## src/rtl/rau_pkg.sv

```systemverilog
// Package for the rational arithmetic unit: action codes, widths, controller states,
// and the command and status structs between the controller and the datapath.
// No dependencies.
package rau_pkg;

    localparam int OPERAND_WIDTH_DEF = 16;
    localparam int ACT_W             = 3;
    localparam int RES_NUM_W         = 33;
    localparam int RES_DEN_W         = 31;

    localparam logic [ACT_W-1:0] ACT_ADD = ACT_W'(0);
    localparam logic [ACT_W-1:0] ACT_SUB = ACT_W'(1);
    localparam logic [ACT_W-1:0] ACT_MUL = ACT_W'(2);
    localparam logic [ACT_W-1:0] ACT_DIV = ACT_W'(3);
    localparam logic [ACT_W-1:0] ACT_CMP = ACT_W'(4);

    typedef enum logic [3:0] {
        S_IDLE,
        S_MUL_NUM,
        S_MUL_CROSS,
        S_MUL_DEN,
        S_SUM,
        S_ABS,
        S_GCD,
        S_DIV,
        S_DONE
    } t_state;

    typedef enum logic [1:0] {
        MS_NUM,
        MS_CROSS,
        MS_DEN
    } t_mul_sel;

    typedef struct packed {
        logic     load;
        logic     mul_en;
        t_mul_sel mul_sel;
        logic     sum_en;
        logic     abs_en;
        logic     gcd_step;
        logic     div_init;
        logic     div_step;
        logic     out_load;
    } t_cmd;

    typedef struct packed {
        logic run_gcd;
        logic gcd_done;
    } t_sts;

endpackage

```

## src/rtl/rational_arithmetic_unit_core.sv

```systemverilog
// Top level of the rational arithmetic unit: joins the controller and the datapath.
// Depends on rau_pkg, rau_ctrl and rau_dpath.
//
// Usage: one input beat carries an action and two fractions a_num/a_den and b_num/b_den.
// Add, subtract, multiply and divide return the result reduced to lowest terms with a
// positive denominator; compare returns less, equal and greater with 0/1 as the fraction.
// A zero denominator product raises zero_divide and returns 0/1. One output beat per
// input beat, in order.
// Channels: valid/stall on both sides. i_in_valid with o_in_stall low accepts a beat;
// o_out_valid with i_out_stall low delivers one.
// From accept to o_out_valid every item passes the multiply, sum, abs and done states;
// arithmetic with a nonzero denominator also runs the binary gcd steps and the divider.
// The single gcd subtractor and the bit-serial divider, one quotient bit a cycle over
// 2*OPERAND_WIDTH-1 bits, set how long that takes.
// One item is in work at a time; the next beat is taken once the result has moved
// to the output register, even while that result is still stalled.
// Reset (i_rst_n low, synchronous) drops any item in work and clears o_out_valid.
// A stalled output holds its beat; the block finishes the next item and then waits.
module rational_arithmetic_unit_core #(
    parameter int OPERAND_WIDTH = rau_pkg::OPERAND_WIDTH_DEF
) (
    input  logic                                  i_clk,
    input  logic                                  i_rst_n,
    input  logic                                  i_in_valid,
    output logic                                  o_in_stall,
    input  logic [rau_pkg::ACT_W-1:0]             i_action,
    input  logic signed [OPERAND_WIDTH-1:0]       i_a_num,
    input  logic [OPERAND_WIDTH-2:0]              i_a_den,
    input  logic signed [OPERAND_WIDTH-1:0]       i_b_num,
    input  logic [OPERAND_WIDTH-2:0]              i_b_den,
    output logic                                  o_out_valid,
    input  logic                                  i_out_stall,
    output logic signed [rau_pkg::RES_NUM_W-1:0]  o_res_num,
    output logic [rau_pkg::RES_DEN_W-1:0]         o_res_den,
    output logic                                  o_less,
    output logic                                  o_equal,
    output logic                                  o_greater,
    output logic                                  o_zero_divide
);

    rau_pkg::t_cmd cmd;
    rau_pkg::t_sts sts;

    rau_ctrl #(
        .OPERAND_WIDTH(OPERAND_WIDTH)
    ) u_ctrl (
        .i_clk       (i_clk),
        .i_rst_n     (i_rst_n),
        .i_in_valid  (i_in_valid),
        .o_in_stall  (o_in_stall),
        .o_out_valid (o_out_valid),
        .i_out_stall (i_out_stall),
        .i_sts       (sts),
        .o_cmd       (cmd)
    );

    rau_dpath #(
        .OPERAND_WIDTH(OPERAND_WIDTH)
    ) u_dpath (
        .i_clk         (i_clk),
        .i_cmd         (cmd),
        .o_sts         (sts),
        .i_action      (i_action),
        .i_a_num       (i_a_num),
        .i_a_den       (i_a_den),
        .i_b_num       (i_b_num),
        .i_b_den       (i_b_den),
        .o_res_num     (o_res_num),
        .o_res_den     (o_res_den),
        .o_less        (o_less),
        .o_equal       (o_equal),
        .o_greater     (o_greater),
        .o_zero_divide (o_zero_divide)
    );

endmodule

```

## src/rtl/rau_ctrl.sv

```systemverilog
// Controller of the rational arithmetic unit: sequencing state machine, divide step counter
// and output valid flag. Depends on rau_pkg.
module rau_ctrl #(
    parameter int OPERAND_WIDTH = rau_pkg::OPERAND_WIDTH_DEF
) (
    input  logic          i_clk,
    input  logic          i_rst_n,
    input  logic          i_in_valid,
    output logic          o_in_stall,
    output logic          o_out_valid,
    input  logic          i_out_stall,
    input  rau_pkg::t_sts i_sts,
    output rau_pkg::t_cmd o_cmd
);

    localparam int MW = 2 * OPERAND_WIDTH - 1;
    localparam int CW = $clog2(MW);

    rau_pkg::t_state r_state, n_state;
    logic [CW-1:0]   r_cnt, n_cnt;
    logic            r_out_valid, n_out_valid;
    logic            out_free;
    rau_pkg::t_cmd   cmd;

    assign out_free = !r_out_valid || !i_out_stall;

    always_comb begin
        n_state = r_state;
        case (r_state)
            rau_pkg::S_IDLE: begin
                if (i_in_valid) begin
                    n_state = rau_pkg::S_MUL_NUM;
                end
            end
            rau_pkg::S_MUL_NUM:   n_state = rau_pkg::S_MUL_CROSS;
            rau_pkg::S_MUL_CROSS: n_state = rau_pkg::S_MUL_DEN;
            rau_pkg::S_MUL_DEN:   n_state = rau_pkg::S_SUM;
            rau_pkg::S_SUM:       n_state = rau_pkg::S_ABS;
            rau_pkg::S_ABS: begin
                n_state = i_sts.run_gcd ? rau_pkg::S_GCD : rau_pkg::S_DONE;
            end
            rau_pkg::S_GCD: begin
                if (i_sts.gcd_done) begin
                    n_state = rau_pkg::S_DIV;
                end
            end
            rau_pkg::S_DIV: begin
                if (r_cnt == CW'(MW - 1)) begin
                    n_state = rau_pkg::S_DONE;
                end
            end
            rau_pkg::S_DONE: begin
                if (out_free) begin
                    n_state = rau_pkg::S_IDLE;
                end
            end
            default: n_state = rau_pkg::S_IDLE;
        endcase
    end

    always_comb begin
        cmd         = '0;
        cmd.mul_sel = rau_pkg::MS_NUM;
        o_in_stall  = (r_state != rau_pkg::S_IDLE);
        case (r_state)
            rau_pkg::S_IDLE: begin
                cmd.load = i_in_valid;
            end
            rau_pkg::S_MUL_NUM: begin
                cmd.mul_en  = 1'b1;
                cmd.mul_sel = rau_pkg::MS_NUM;
            end
            rau_pkg::S_MUL_CROSS: begin
                cmd.mul_en  = 1'b1;
                cmd.mul_sel = rau_pkg::MS_CROSS;
            end
            rau_pkg::S_MUL_DEN: begin
                cmd.mul_en  = 1'b1;
                cmd.mul_sel = rau_pkg::MS_DEN;
            end
            rau_pkg::S_SUM: begin
                cmd.sum_en = 1'b1;
            end
            rau_pkg::S_ABS: begin
                cmd.abs_en = 1'b1;
            end
            rau_pkg::S_GCD: begin
                cmd.div_init = i_sts.gcd_done;
                cmd.gcd_step = !i_sts.gcd_done;
            end
            rau_pkg::S_DIV: begin
                cmd.div_step = 1'b1;
            end
            rau_pkg::S_DONE: begin
                cmd.out_load = out_free;
            end
            default: begin
                cmd = '0;
            end
        endcase
    end

    always_comb begin
        n_cnt = '0;
        if (r_state == rau_pkg::S_DIV) begin
            n_cnt = r_cnt + 1'b1;
        end
    end

    always_comb begin
        n_out_valid = r_out_valid;
        if (r_out_valid && !i_out_stall) begin
            n_out_valid = 1'b0;
        end
        if (cmd.out_load) begin
            n_out_valid = 1'b1;
        end
    end

    always_ff @(posedge i_clk) begin
        if (!i_rst_n) begin
            r_state     <= rau_pkg::S_IDLE;
            r_cnt       <= '0;
            r_out_valid <= 1'b0;
        end else begin
            r_state     <= n_state;
            r_cnt       <= n_cnt;
            r_out_valid <= n_out_valid;
        end
    end

    assign o_out_valid = r_out_valid;
    assign o_cmd       = cmd;

endmodule

```

## src/rtl/rau_dpath.sv

```systemverilog
// Datapath of the rational arithmetic unit: operand registers, shared multiplier,
// sum and sign stage, binary gcd unit, two-lane restoring divider and result register.
// Depends on rau_pkg.
module rau_dpath #(
    parameter int OPERAND_WIDTH = rau_pkg::OPERAND_WIDTH_DEF
) (
    input  logic                                  i_clk,
    input  rau_pkg::t_cmd                         i_cmd,
    output rau_pkg::t_sts                         o_sts,
    input  logic [rau_pkg::ACT_W-1:0]             i_action,
    input  logic signed [OPERAND_WIDTH-1:0]       i_a_num,
    input  logic [OPERAND_WIDTH-2:0]              i_a_den,
    input  logic signed [OPERAND_WIDTH-1:0]       i_b_num,
    input  logic [OPERAND_WIDTH-2:0]              i_b_den,
    output logic signed [rau_pkg::RES_NUM_W-1:0]  o_res_num,
    output logic [rau_pkg::RES_DEN_W-1:0]         o_res_den,
    output logic                                  o_less,
    output logic                                  o_equal,
    output logic                                  o_greater,
    output logic                                  o_zero_divide
);

    localparam int W  = OPERAND_WIDTH;
    localparam int PW = 2 * W;
    localparam int NW = 2 * W + 1;
    localparam int MW = 2 * W - 1;
    localparam int XW = (MW + 1 > rau_pkg::RES_NUM_W) ? MW + 1 : rau_pkg::RES_NUM_W;

    logic [rau_pkg::ACT_W-1:0] r_act;
    logic signed [W-1:0]       r_an, r_bn;
    logic [W-2:0]              r_ad, r_bd;

    logic signed [W-1:0]       opa, opb;
    logic signed [PW-1:0]      prod;
    logic signed [PW-1:0]      r_p1, r_p2, r_p3;

    logic signed [NW-1:0]      sum_n;
    logic signed [PW-1:0]      sel_d;
    logic                      arith, is_cmp;
    logic signed [NW-1:0]      r_n;
    logic signed [PW-1:0]      r_d;
    logic                      r_ok, r_zd, r_lt, r_eq, r_gt;

    logic [NW-1:0]             n_abs;
    logic [PW-1:0]             d_abs;
    logic                      r_neg;

    logic [MW-1:0]             r_u, r_v, r_dn, r_dd;
    logic                      u_ge_v;
    logic [MW-1:0]             diff;

    logic [MW-1:0]             r_qn, r_qd, r_rn, r_rd;
    logic [MW:0]               tn, td, sub_n, sub_d;
    logic                      bit_n, bit_d;

    logic [XW-1:0]             q_num_x, num_x, den_x;

    logic signed [rau_pkg::RES_NUM_W-1:0] r_res_num;
    logic [rau_pkg::RES_DEN_W-1:0]        r_res_den;
    logic                                 r_less, r_equal, r_greater, r_zero_divide;

    always_comb begin
        case (i_cmd.mul_sel)
            rau_pkg::MS_NUM: begin
                opa = r_an;
                opb = (r_act == rau_pkg::ACT_MUL) ? r_bn : $signed({1'b0, r_bd});
            end
            rau_pkg::MS_CROSS: begin
                opa = $signed({1'b0, r_ad});
                opb = r_bn;
            end
            default: begin
                opa = $signed({1'b0, r_ad});
                opb = $signed({1'b0, r_bd});
            end
        endcase
    end

    assign prod = opa * opb;

    always_comb begin
        case (r_act)
            rau_pkg::ACT_ADD: sum_n = NW'(r_p1) + NW'(r_p2);
            rau_pkg::ACT_SUB: sum_n = NW'(r_p1) - NW'(r_p2);
            default:          sum_n = NW'(r_p1);
        endcase
    end

    assign sel_d  = (r_act == rau_pkg::ACT_DIV) ? r_p2 : r_p3;
    assign arith  = r_act inside {rau_pkg::ACT_ADD, rau_pkg::ACT_SUB,
                                  rau_pkg::ACT_MUL, rau_pkg::ACT_DIV};
    assign is_cmp = (r_act == rau_pkg::ACT_CMP);

    assign n_abs = r_n[NW-1] ? -r_n : r_n;
    assign d_abs = r_d[PW-1] ? -r_d : r_d;

    assign u_ge_v = (r_u >= r_v);
    assign diff   = u_ge_v ? (r_u - r_v) : (r_v - r_u);

    assign tn    = {r_rn, r_qn[MW-1]};
    assign td    = {r_rd, r_qd[MW-1]};
    assign sub_n = tn - {1'b0, r_v};
    assign sub_d = td - {1'b0, r_v};
    assign bit_n = !sub_n[MW];
    assign bit_d = !sub_d[MW];

    assign q_num_x = {{(XW - MW){1'b0}}, r_qn};
    assign num_x   = r_neg ? -q_num_x : q_num_x;
    assign den_x   = {{(XW - MW){1'b0}}, r_qd};

    always_ff @(posedge i_clk) begin
        if (i_cmd.load) begin
            r_act <= i_action;
            r_an  <= i_a_num;
            r_ad  <= i_a_den;
            r_bn  <= i_b_num;
            r_bd  <= i_b_den;
        end
        if (i_cmd.mul_en) begin
            case (i_cmd.mul_sel)
                rau_pkg::MS_NUM:   r_p1 <= prod;
                rau_pkg::MS_CROSS: r_p2 <= prod;
                default:           r_p3 <= prod;
            endcase
        end
        if (i_cmd.sum_en) begin
            r_n  <= sum_n;
            r_d  <= sel_d;
            r_ok <= arith && (sel_d != '0);
            r_zd <= arith && (sel_d == '0);
            r_lt <= is_cmp && (r_p1 < r_p2);
            r_eq <= is_cmp && (r_p1 == r_p2);
            r_gt <= is_cmp && (r_p1 > r_p2);
        end
        if (i_cmd.abs_en) begin
            r_u   <= n_abs[MW-1:0];
            r_v   <= d_abs[MW-1:0];
            r_dn  <= n_abs[MW-1:0];
            r_dd  <= d_abs[MW-1:0];
            r_neg <= r_n[NW-1] ^ r_d[PW-1];
        end
        if (i_cmd.gcd_step) begin
            if (!r_u[0] && !r_v[0]) begin
                r_u  <= r_u >> 1;
                r_v  <= r_v >> 1;
                r_dn <= r_dn >> 1;
                r_dd <= r_dd >> 1;
            end else if (!r_u[0]) begin
                r_u <= r_u >> 1;
            end else if (!r_v[0]) begin
                r_v <= r_v >> 1;
            end else if (u_ge_v) begin
                r_u <= diff >> 1;
            end else begin
                r_v <= diff >> 1;
            end
        end
        if (i_cmd.div_init) begin
            r_qn <= r_dn;
            r_qd <= r_dd;
            r_rn <= '0;
            r_rd <= '0;
        end else if (i_cmd.div_step) begin
            r_rn <= bit_n ? sub_n[MW-1:0] : tn[MW-1:0];
            r_rd <= bit_d ? sub_d[MW-1:0] : td[MW-1:0];
            r_qn <= {r_qn[MW-2:0], bit_n};
            r_qd <= {r_qd[MW-2:0], bit_d};
        end
        if (i_cmd.out_load) begin
            r_res_num     <= r_ok ? num_x[rau_pkg::RES_NUM_W-1:0] : '0;
            r_res_den     <= r_ok ? den_x[rau_pkg::RES_DEN_W-1:0] : rau_pkg::RES_DEN_W'(1);
            r_less        <= r_lt;
            r_equal       <= r_eq;
            r_greater     <= r_gt;
            r_zero_divide <= r_zd;
        end
    end

    assign o_sts.run_gcd  = r_ok;
    assign o_sts.gcd_done = (r_u == '0);

    assign o_res_num     = r_res_num;
    assign o_res_den     = r_res_den;
    assign o_less        = r_less;
    assign o_equal       = r_equal;
    assign o_greater     = r_greater;
    assign o_zero_divide = r_zero_divide;

endmodule

```

## config.mk

```make
export PLATFORM = sky130hd
export DESIGN_NAME = rational_arithmetic_unit_core
export DESIGN_NICKNAME = d
export VERILOG_FILES = /design/src/rtl/rau_pkg.sv /design/src/rtl/rational_arithmetic_unit_core.sv /design/src/rtl/rau_ctrl.sv /design/src/rtl/rau_dpath.sv
export SDC_FILE = /design/constraint.sdc
export NUM_CORES = 2
export LEC_CHECK = 0
export BUFFER_PORTS_ARGS = -buffer_cell sky130_fd_sc_hd__clkbuf_2
export CELL_PAD_IN_SITES_DETAIL_PLACEMENT = 1
export CELL_PAD_IN_SITES_GLOBAL_PLACEMENT = 2
export CORE_AREA = 2 2 443 335
export DETAILED_ROUTE_END_ITERATION = 16
export DIE_AREA = 0 0 445 337
export PLACE_DENSITY = 0.7
export SLEW_MARGIN = 30
export SYNTH_ARGS = -nofsm -noshare
export SYNTH_HDL_FRONTEND = slang
export SYNTH_SLANG_ARGS = --single-unit
```

## constraint.sdc

```tcl
create_clock -name i_clk -period 28.1 [get_ports i_clk]
set_input_delay 2.81 -clock i_clk [delete_from_list [all_inputs] [get_ports i_clk]]
set_output_delay 2.81 -clock i_clk [all_outputs]
set_load 0.01 [all_outputs]
```

# [Word level (Yosys, flattened, before mapping)]
# Cells that the tools add are included.
[totals] ff_bits=558 in_bits=69 output_inout_bits=70 word_cells=149
[op_classes] n_addsub=10 multipliers=1 n_lt_le_gt_ge=3 n_eq_ne=19 mux=48 n_bitwise=2 reduce_logical=32
[ops] op="31-bit two-way mux" n=28
[ops] op="33-bit case mux with 2 select lines" n=1
[ops] op="32-bit by 31-bit subtractor with 32-bit output" n=2
[ops] op="31-bit negator" n=2
[ops] op="31-bit subtractor" n=2
[ops] op="4-bit case mux with 9 select lines" n=1
[ops] op="32-bit by 32-bit adder with 33-bit output" n=1
[ops] op="31-bit negator with 33-bit output" n=1
[ops] op="32-bit by 32-bit subtractor with 33-bit output" n=1
[ops] op="32-bit equality test" n=1
[ops] op="32-bit > comparator" n=1
[ops] op="32-bit logical NOT" n=1
[ops] op="32-bit less-than comparator" n=1
[ops] op="16-bit by 16-bit multiplier with 32-bit output" n=1
[ops] op="16-bit two-way mux" n=2
[ops] op="32-bit two-way mux" n=1
[ops] op="16-bit case mux with 2 select lines" n=1
[ops] op="32-bit nonzero test" n=1
[ops] op="31-bit >= comparator" n=1
[ops] op="31-bit logical NOT" n=1
[ops] op="4-bit two-way mux" n=5
[ops] op="4-bit by 3-bit equality test with 1-bit output, second input constant" n=4
[ops] op="2-bit AND reduction" n=5
[ops] op="3-bit case mux with 3 select lines" n=1
[ops] op="25 further kinds" n=49

# [Logic depth before layout (Yosys ltp)]
[logic_depth] depth_word=8 depth_mapped=31

# [Hierarchy]
# Synthesis repeated with hierarchy kept, for this count alone.
[unflattened] cells_unflattened=4600 hier_area_um2=42963.7
[modules_own_cells] mod="rau_dpath" n_inst=1 cells_each=4533 area_per_inst_um2=42388.2 seq_area_each_um2=14564.0
[modules_own_cells] mod="rau_ctrl" n_inst=1 cells_each=67 area_per_inst_um2=575.6 seq_area_each_um2=200.2

# [Worst setup path before layout]
# Ideal clock, no wire load.
[synth_path] path_type="reg2reg" from="register u_ctrl.r_state[3]" to="register u_dpath.r_p1[31], data pin" arrival_time_ns=9.047 setup_slack_ns=18.784 stages_incl_launch_ff=30 period_less_slack_ns=9.316 path_cell_list="dfxtp_1 -> or3b_2 -> nor2_1 -> a41o_1 -> clkbuf_1 -> clkbuf_1 -> mux2i_1 -> clkbuf_1 -> nor2_1 -> fa_1 -> inv_1 -> fa_1 -> fa_1 -> fa_1 -> inv_1 -> fa_1 -> inv_1 -> fa_1 -> inv_1 -> ha_1 -> a21o_1 -> a21oi_1 -> nor2_1 -> a211oi_4 -> o21ai_2 -> a221o_2 -> a2111o_1 -> a21o_1 -> a21oi_2 -> xnor2_1"
[synth_via] elab_chain_cells=5 elab_cells_between_ends=9
[synth_rtl] element="start, declared" line="rau_ctrl.sv:19" rtl="rau_pkg::t_state r_state, n_state;"
[synth_rtl] element="start signal, assigned" line="rau_ctrl.sv:122" rtl="r_state <= rau_pkg::S_IDLE;"
[synth_rtl] element="start signal, assigned" line="rau_ctrl.sv:126" rtl="r_state <= n_state;"
[synth_rtl] element="4-bit by 2-bit equality test with 1-bit output / 4-bit by 1-bit equality test with 1-bit output (equally long branches)" line="rau_ctrl.sv:65" rtl="case (r_state)"
[synth_rtl] element="3-bit case mux with 3 select lines (*)" line="rau_ctrl.sv:65"
[synth_rtl] element="2-bit by 1-bit equality test with 1-bit output / 2-bit logical NOT (equally long branches)" line="rau_dpath.sv:63" rtl="case (i_cmd.mul_sel)"
[synth_rtl] element="16-bit case mux with 2 select lines / 16-bit two-way mux (equally long branches)" line="rau_dpath.sv:63"
[synth_rtl] element="16-bit by 16-bit multiplier with 32-bit output (*)" line="rau_dpath.sv:79" rtl="assign prod = opa * opb;"
[synth_rtl] element="net u_dpath.prod[31]" line="rau_dpath.sv:34" rtl="logic signed [PW-1:0] prod;"
[synth_rtl] element="end signal, assigned" line="rau_dpath.sv:121" rtl="rau_pkg::MS_NUM: r_p1 <= prod;"
[synth_rtl] element="end, declared" line="rau_dpath.sv:35" rtl="logic signed [PW-1:0] r_p1, r_p2, r_p3;"
# Mark *: on every way through the listed nets, which the timed path passes. The rest lies on a longest branch.
# A chain may end at the register's enable or synchronous reset.

# [Worst setup path after layout]
[layout_path] from="register u_ctrl.r_state[3]" to="register u_dpath.r_p3[31], data pin"
[layout_via] elab_chain_cells=5 elab_cells_between_ends=9
[layout_rtl] element="4-bit by 2-bit equality test with 1-bit output / 4-bit by 1-bit equality test with 1-bit output (equally long branches)" line="rau_ctrl.sv:65"
[layout_rtl] element="3-bit case mux with 3 select lines (*)" line="rau_ctrl.sv:65"
[layout_rtl] element="2-bit by 1-bit equality test with 1-bit output / 2-bit logical NOT (equally long branches)" line="rau_dpath.sv:63"
[layout_rtl] element="16-bit case mux with 2 select lines / 16-bit two-way mux (equally long branches)" line="rau_dpath.sv:63"
[layout_rtl] element="16-bit by 16-bit multiplier with 32-bit output (*)" line="rau_dpath.sv:79"
[layout_rtl] element="net u_dpath.prod[31]" line="rau_dpath.sv:34"
[layout_rtl] element="end signal, assigned" line="rau_dpath.sv:123" rtl="default: r_p3 <= prod;"
[layout_rtl] element="end, declared" line="rau_dpath.sv:35"
# Marks and branches as above.

==> impl_results.md <==
* Status: complete, no violations
* Ports at 139
* Max-slew violation count at 0
* Fmax at around 0.11 GHz
* Yosys cell types at 109
* Highest-count cells in the layout ignoring fill and taps: 475 x nand2_1, 462 x inv_1, 362 x nor2_1, 362 x o21ai_0, 361 x edfxtp_1
* Hold buffer count at cts at 0
* Final #Nets at 5297
* Synthesized net count at 5234
* FF+latch count, synth at roughly 560
* CP Capture Type: register
* Worst skew pair latency at 700 ps
* Cell Rows at 122
* Placer Congestion at 0.901
* Critical path class: register to register
* Routed WL at 151000 um
* Cts repair resizes at 0
* Minimum clock period at 9420 ps
* Post-Syn Area per Cell at 9.38 um^2
* CTS Root Buffer Type: clkbuf_16
* Share of cells above drive strength 1 at 0.0993
* DIE HEIGHT at ~340 um
* Synth async-reset ratio at 0
* RSZ-0062 raised after global routing: false
* Hold Startpoint: u_dpath.r_dn[12]$_DFF_P_
* Clock Sinks at 557
* Area Overhead vs Synth at 11.8%
* Most common cell after layout, fill and taps aside: nand2_1
* Clk_skew at 55.0 ps
* Post-Syn Area at 43400 um^2
* IO Port Bufs at between 100 and 150
* # setup viols final at 0
* Clock Pin Slew Worst Setup and Hold Paths at 60 ps
* Normalized max-slew margin at 0.328
* Worst setup SP type: register
* Critical Path RT at 28580 ps
* Post-route antenna net violation count at 0
* FILL cells at approximately 17000
* Fin Setup TNS at 0 ps
* Via count at 34884
* TritonCTS Buffers at 67
* Max-cap viol count at 0
* Worst Tran Pin Value at 997 ps
* H-tree Lvls at 3
* Final period util at 0.335
* Initial Util at 0.297
* CTS tree: yes
* Worst hold path class: register to register
* Vias per cell at 5.24
* CP arrival at around 10000 ps
* Die area at 150000 um^2
* Crit path from: u_ctrl.r_state[3]$_SDFFE_PN0P_
* Final worst slack at approximately 19000 ps
* R2R Path Start: u_ctrl.r_state[3]$_SDFFE_PN0P_
* Critical-path maximum fanout at 33
* Initial antenna violation count at 3
* Routed wire length per instance at about 23 um
* Yosys warning count at 0
* Iter 0 DRT Violations at between 2000 and 3000
* Setup WS pre-CTS at around 19000 ps
* Core Util, Final at 0.331
* Post-synthesis sequential area ratio at 0.340
* First-pass GRT wire length at ~230000 um
* Post-CTS Setup Bufs at 0
* Vias in the first global route at 35891
* Top FF cell, synth: edfxtp_1
* Tot GR Track Use at 0.201
* Final hold vios at 0
* Post-DP HPWL at 119000 um
* First-pass iteration count of the detailed router at 5
* Drt drc at 0
* Post-synth EDFFs at roughly 360
* Area after DPL at 46200 um^2
* Cells after Synth at 4621
* Finished Cell Area at 48500 um^2
* Die W at approximately 450 um
* Core Footprint at 146000 um^2
* Total gr overflow at 0
* Clock Tree Buf Depth at 3
* Largest net degree at the start of global routing at between 90 and 100
stage by stage:
stage	std cells	hold WS [ps]
final	6661	448
after global routing	6658	447
after CTS	6656	449
after detailed placement	6536	451
after global placement	6536	436
after floorplan	4621	400
critical path, stage by stage, from the launching register on:
cell and delay, ps:
dfxtp_1 490, or3b_2 880, nor2_2 180, buf_4 430, a41o_1 160, buf_4 390
mux2i_1 760, nor2_1 160, fa_1 660, fa_1 910, fa_1 530, fa_1 500
fa_1 490, inv_1 50, fa_1 480, inv_1 40, ha_1 350, a21o_1 180
a21o_1 160, a221o_2 430, a2111o_1 410, a21o_1 180, a21oi_2 150, xnor2_1 200
state kept, by name, indices dropped and copies added (netlist names), 3 cells and up:
register and cells:
u_dpath.r_v 31, u_dpath.r_p2 32, u_dpath.r_d 32, u_dpath.r_p3 32, u_dpath.r_ad 15, u_dpath.r_rd 31
u_dpath.r_an 16, u_dpath.o_res_den 31, u_dpath.r_p1 32, u_ctrl.r_cnt 5, u_dpath.o_res_num 33, u_dpath.r_u 31
u_dpath.r_qn 31, u_dpath.r_bn 16, u_dpath.r_bd 15, u_dpath.r_rn 31, u_dpath.r_dd 31, u_ctrl.r_state 4
u_dpath.r_dn 31, u_dpath.r_n 32, u_dpath.r_qd 31, u_dpath.r_act 3
final timing paths:
kind	cells after the start	end	slack [ps]
max reg2reg	23	u_dpath.r_p3[31]$_DFFE_PP_	18680
min	2	u_dpath.r_dn[11]$_DFF_P_	450
max	23	u_dpath.r_p3[31]$_DFFE_PP_	18680
min reg2reg	2	u_dpath.r_dn[11]$_DFF_P_	450
cell type report:
type,count,area [um^2],share of cell area
antenna,4,10.0,0.000207
multi-input combinational,3399,26200,0.540
sequential,557,14800,0.305
timing repair buffer,192,1100,0.0227
clock buffer,84,1820,0.0376
clock inverter,36,419,0.00865
tap,1922,2400,0.0496
inverter,467,1760,0.0362
cells in the mapped netlist, drive strengths merged (21+ instances only):
cell type | instances | area share
nand2 | 476 | 0.041
inv | 465 | 0.040
o21ai | 376 | 0.043
nor2 | 367 | 0.032
edfxtp | 361 | 0.25
ha | 276 | 0.080
fa | 268 | 0.12
a21oi | 260 | 0.031
dfxtp | 196 | 0.090
clkbuf | 154 | 0.013
xnor2 | 153 | 0.031
a21o | 99 | 0.017
mux2 | 88 | 0.023
xor2 | 82 | 0.017
and2 | 78 | 0.011
mux2i | 66 | 0.015
nand3 | 57 | 0.0067
nor3 | 52 | 0.0064
o31ai | 50 | 0.0088
buf | 44 | 0.0051
o22ai | 41 | 0.0059
nand2b | 39 | 0.0058
o21bai | 37 | 0.0064
nand4 | 34 | 0.0050
and3 | 33 | 0.0048
o21a | 33 | 0.0057
a211oi | 31 | 0.0059
nor4 | 30 | 0.0051
a31oi | 28 | 0.0040
or3 | 27 | 0.0039
nor2b | 26 | 0.0038
or2 | 24 | 0.0035
or4 | 23 | 0.0041
o211ai | 22 | 0.0039
a22oi | 21 | 0.0036
cells by family after synthesis:
kind of cell / synth area share
AND/OR/NAND/NOR: 0.140
AO/OA/AOI/OAI: 0.172
buffers and inverters: 0.0589
flip-flops: 0.340
adder cells (fa/ha/maj): 0.203
XOR/XNOR: 0.0479
multiplexers: 0.0381
metal layers:
layer  GRT usage  up-vias  wire, um
met4      0.0400        0      2890
met3      0.0370      155      8110
met2       0.323      783     68000
met1       0.282    17652     72100
li1            -    16294         -
met5           0        -         0
Power is left out: the tool's default activity adds up to more than one toggle a clock period on the data nets, which glitch-free logic cannot reach.
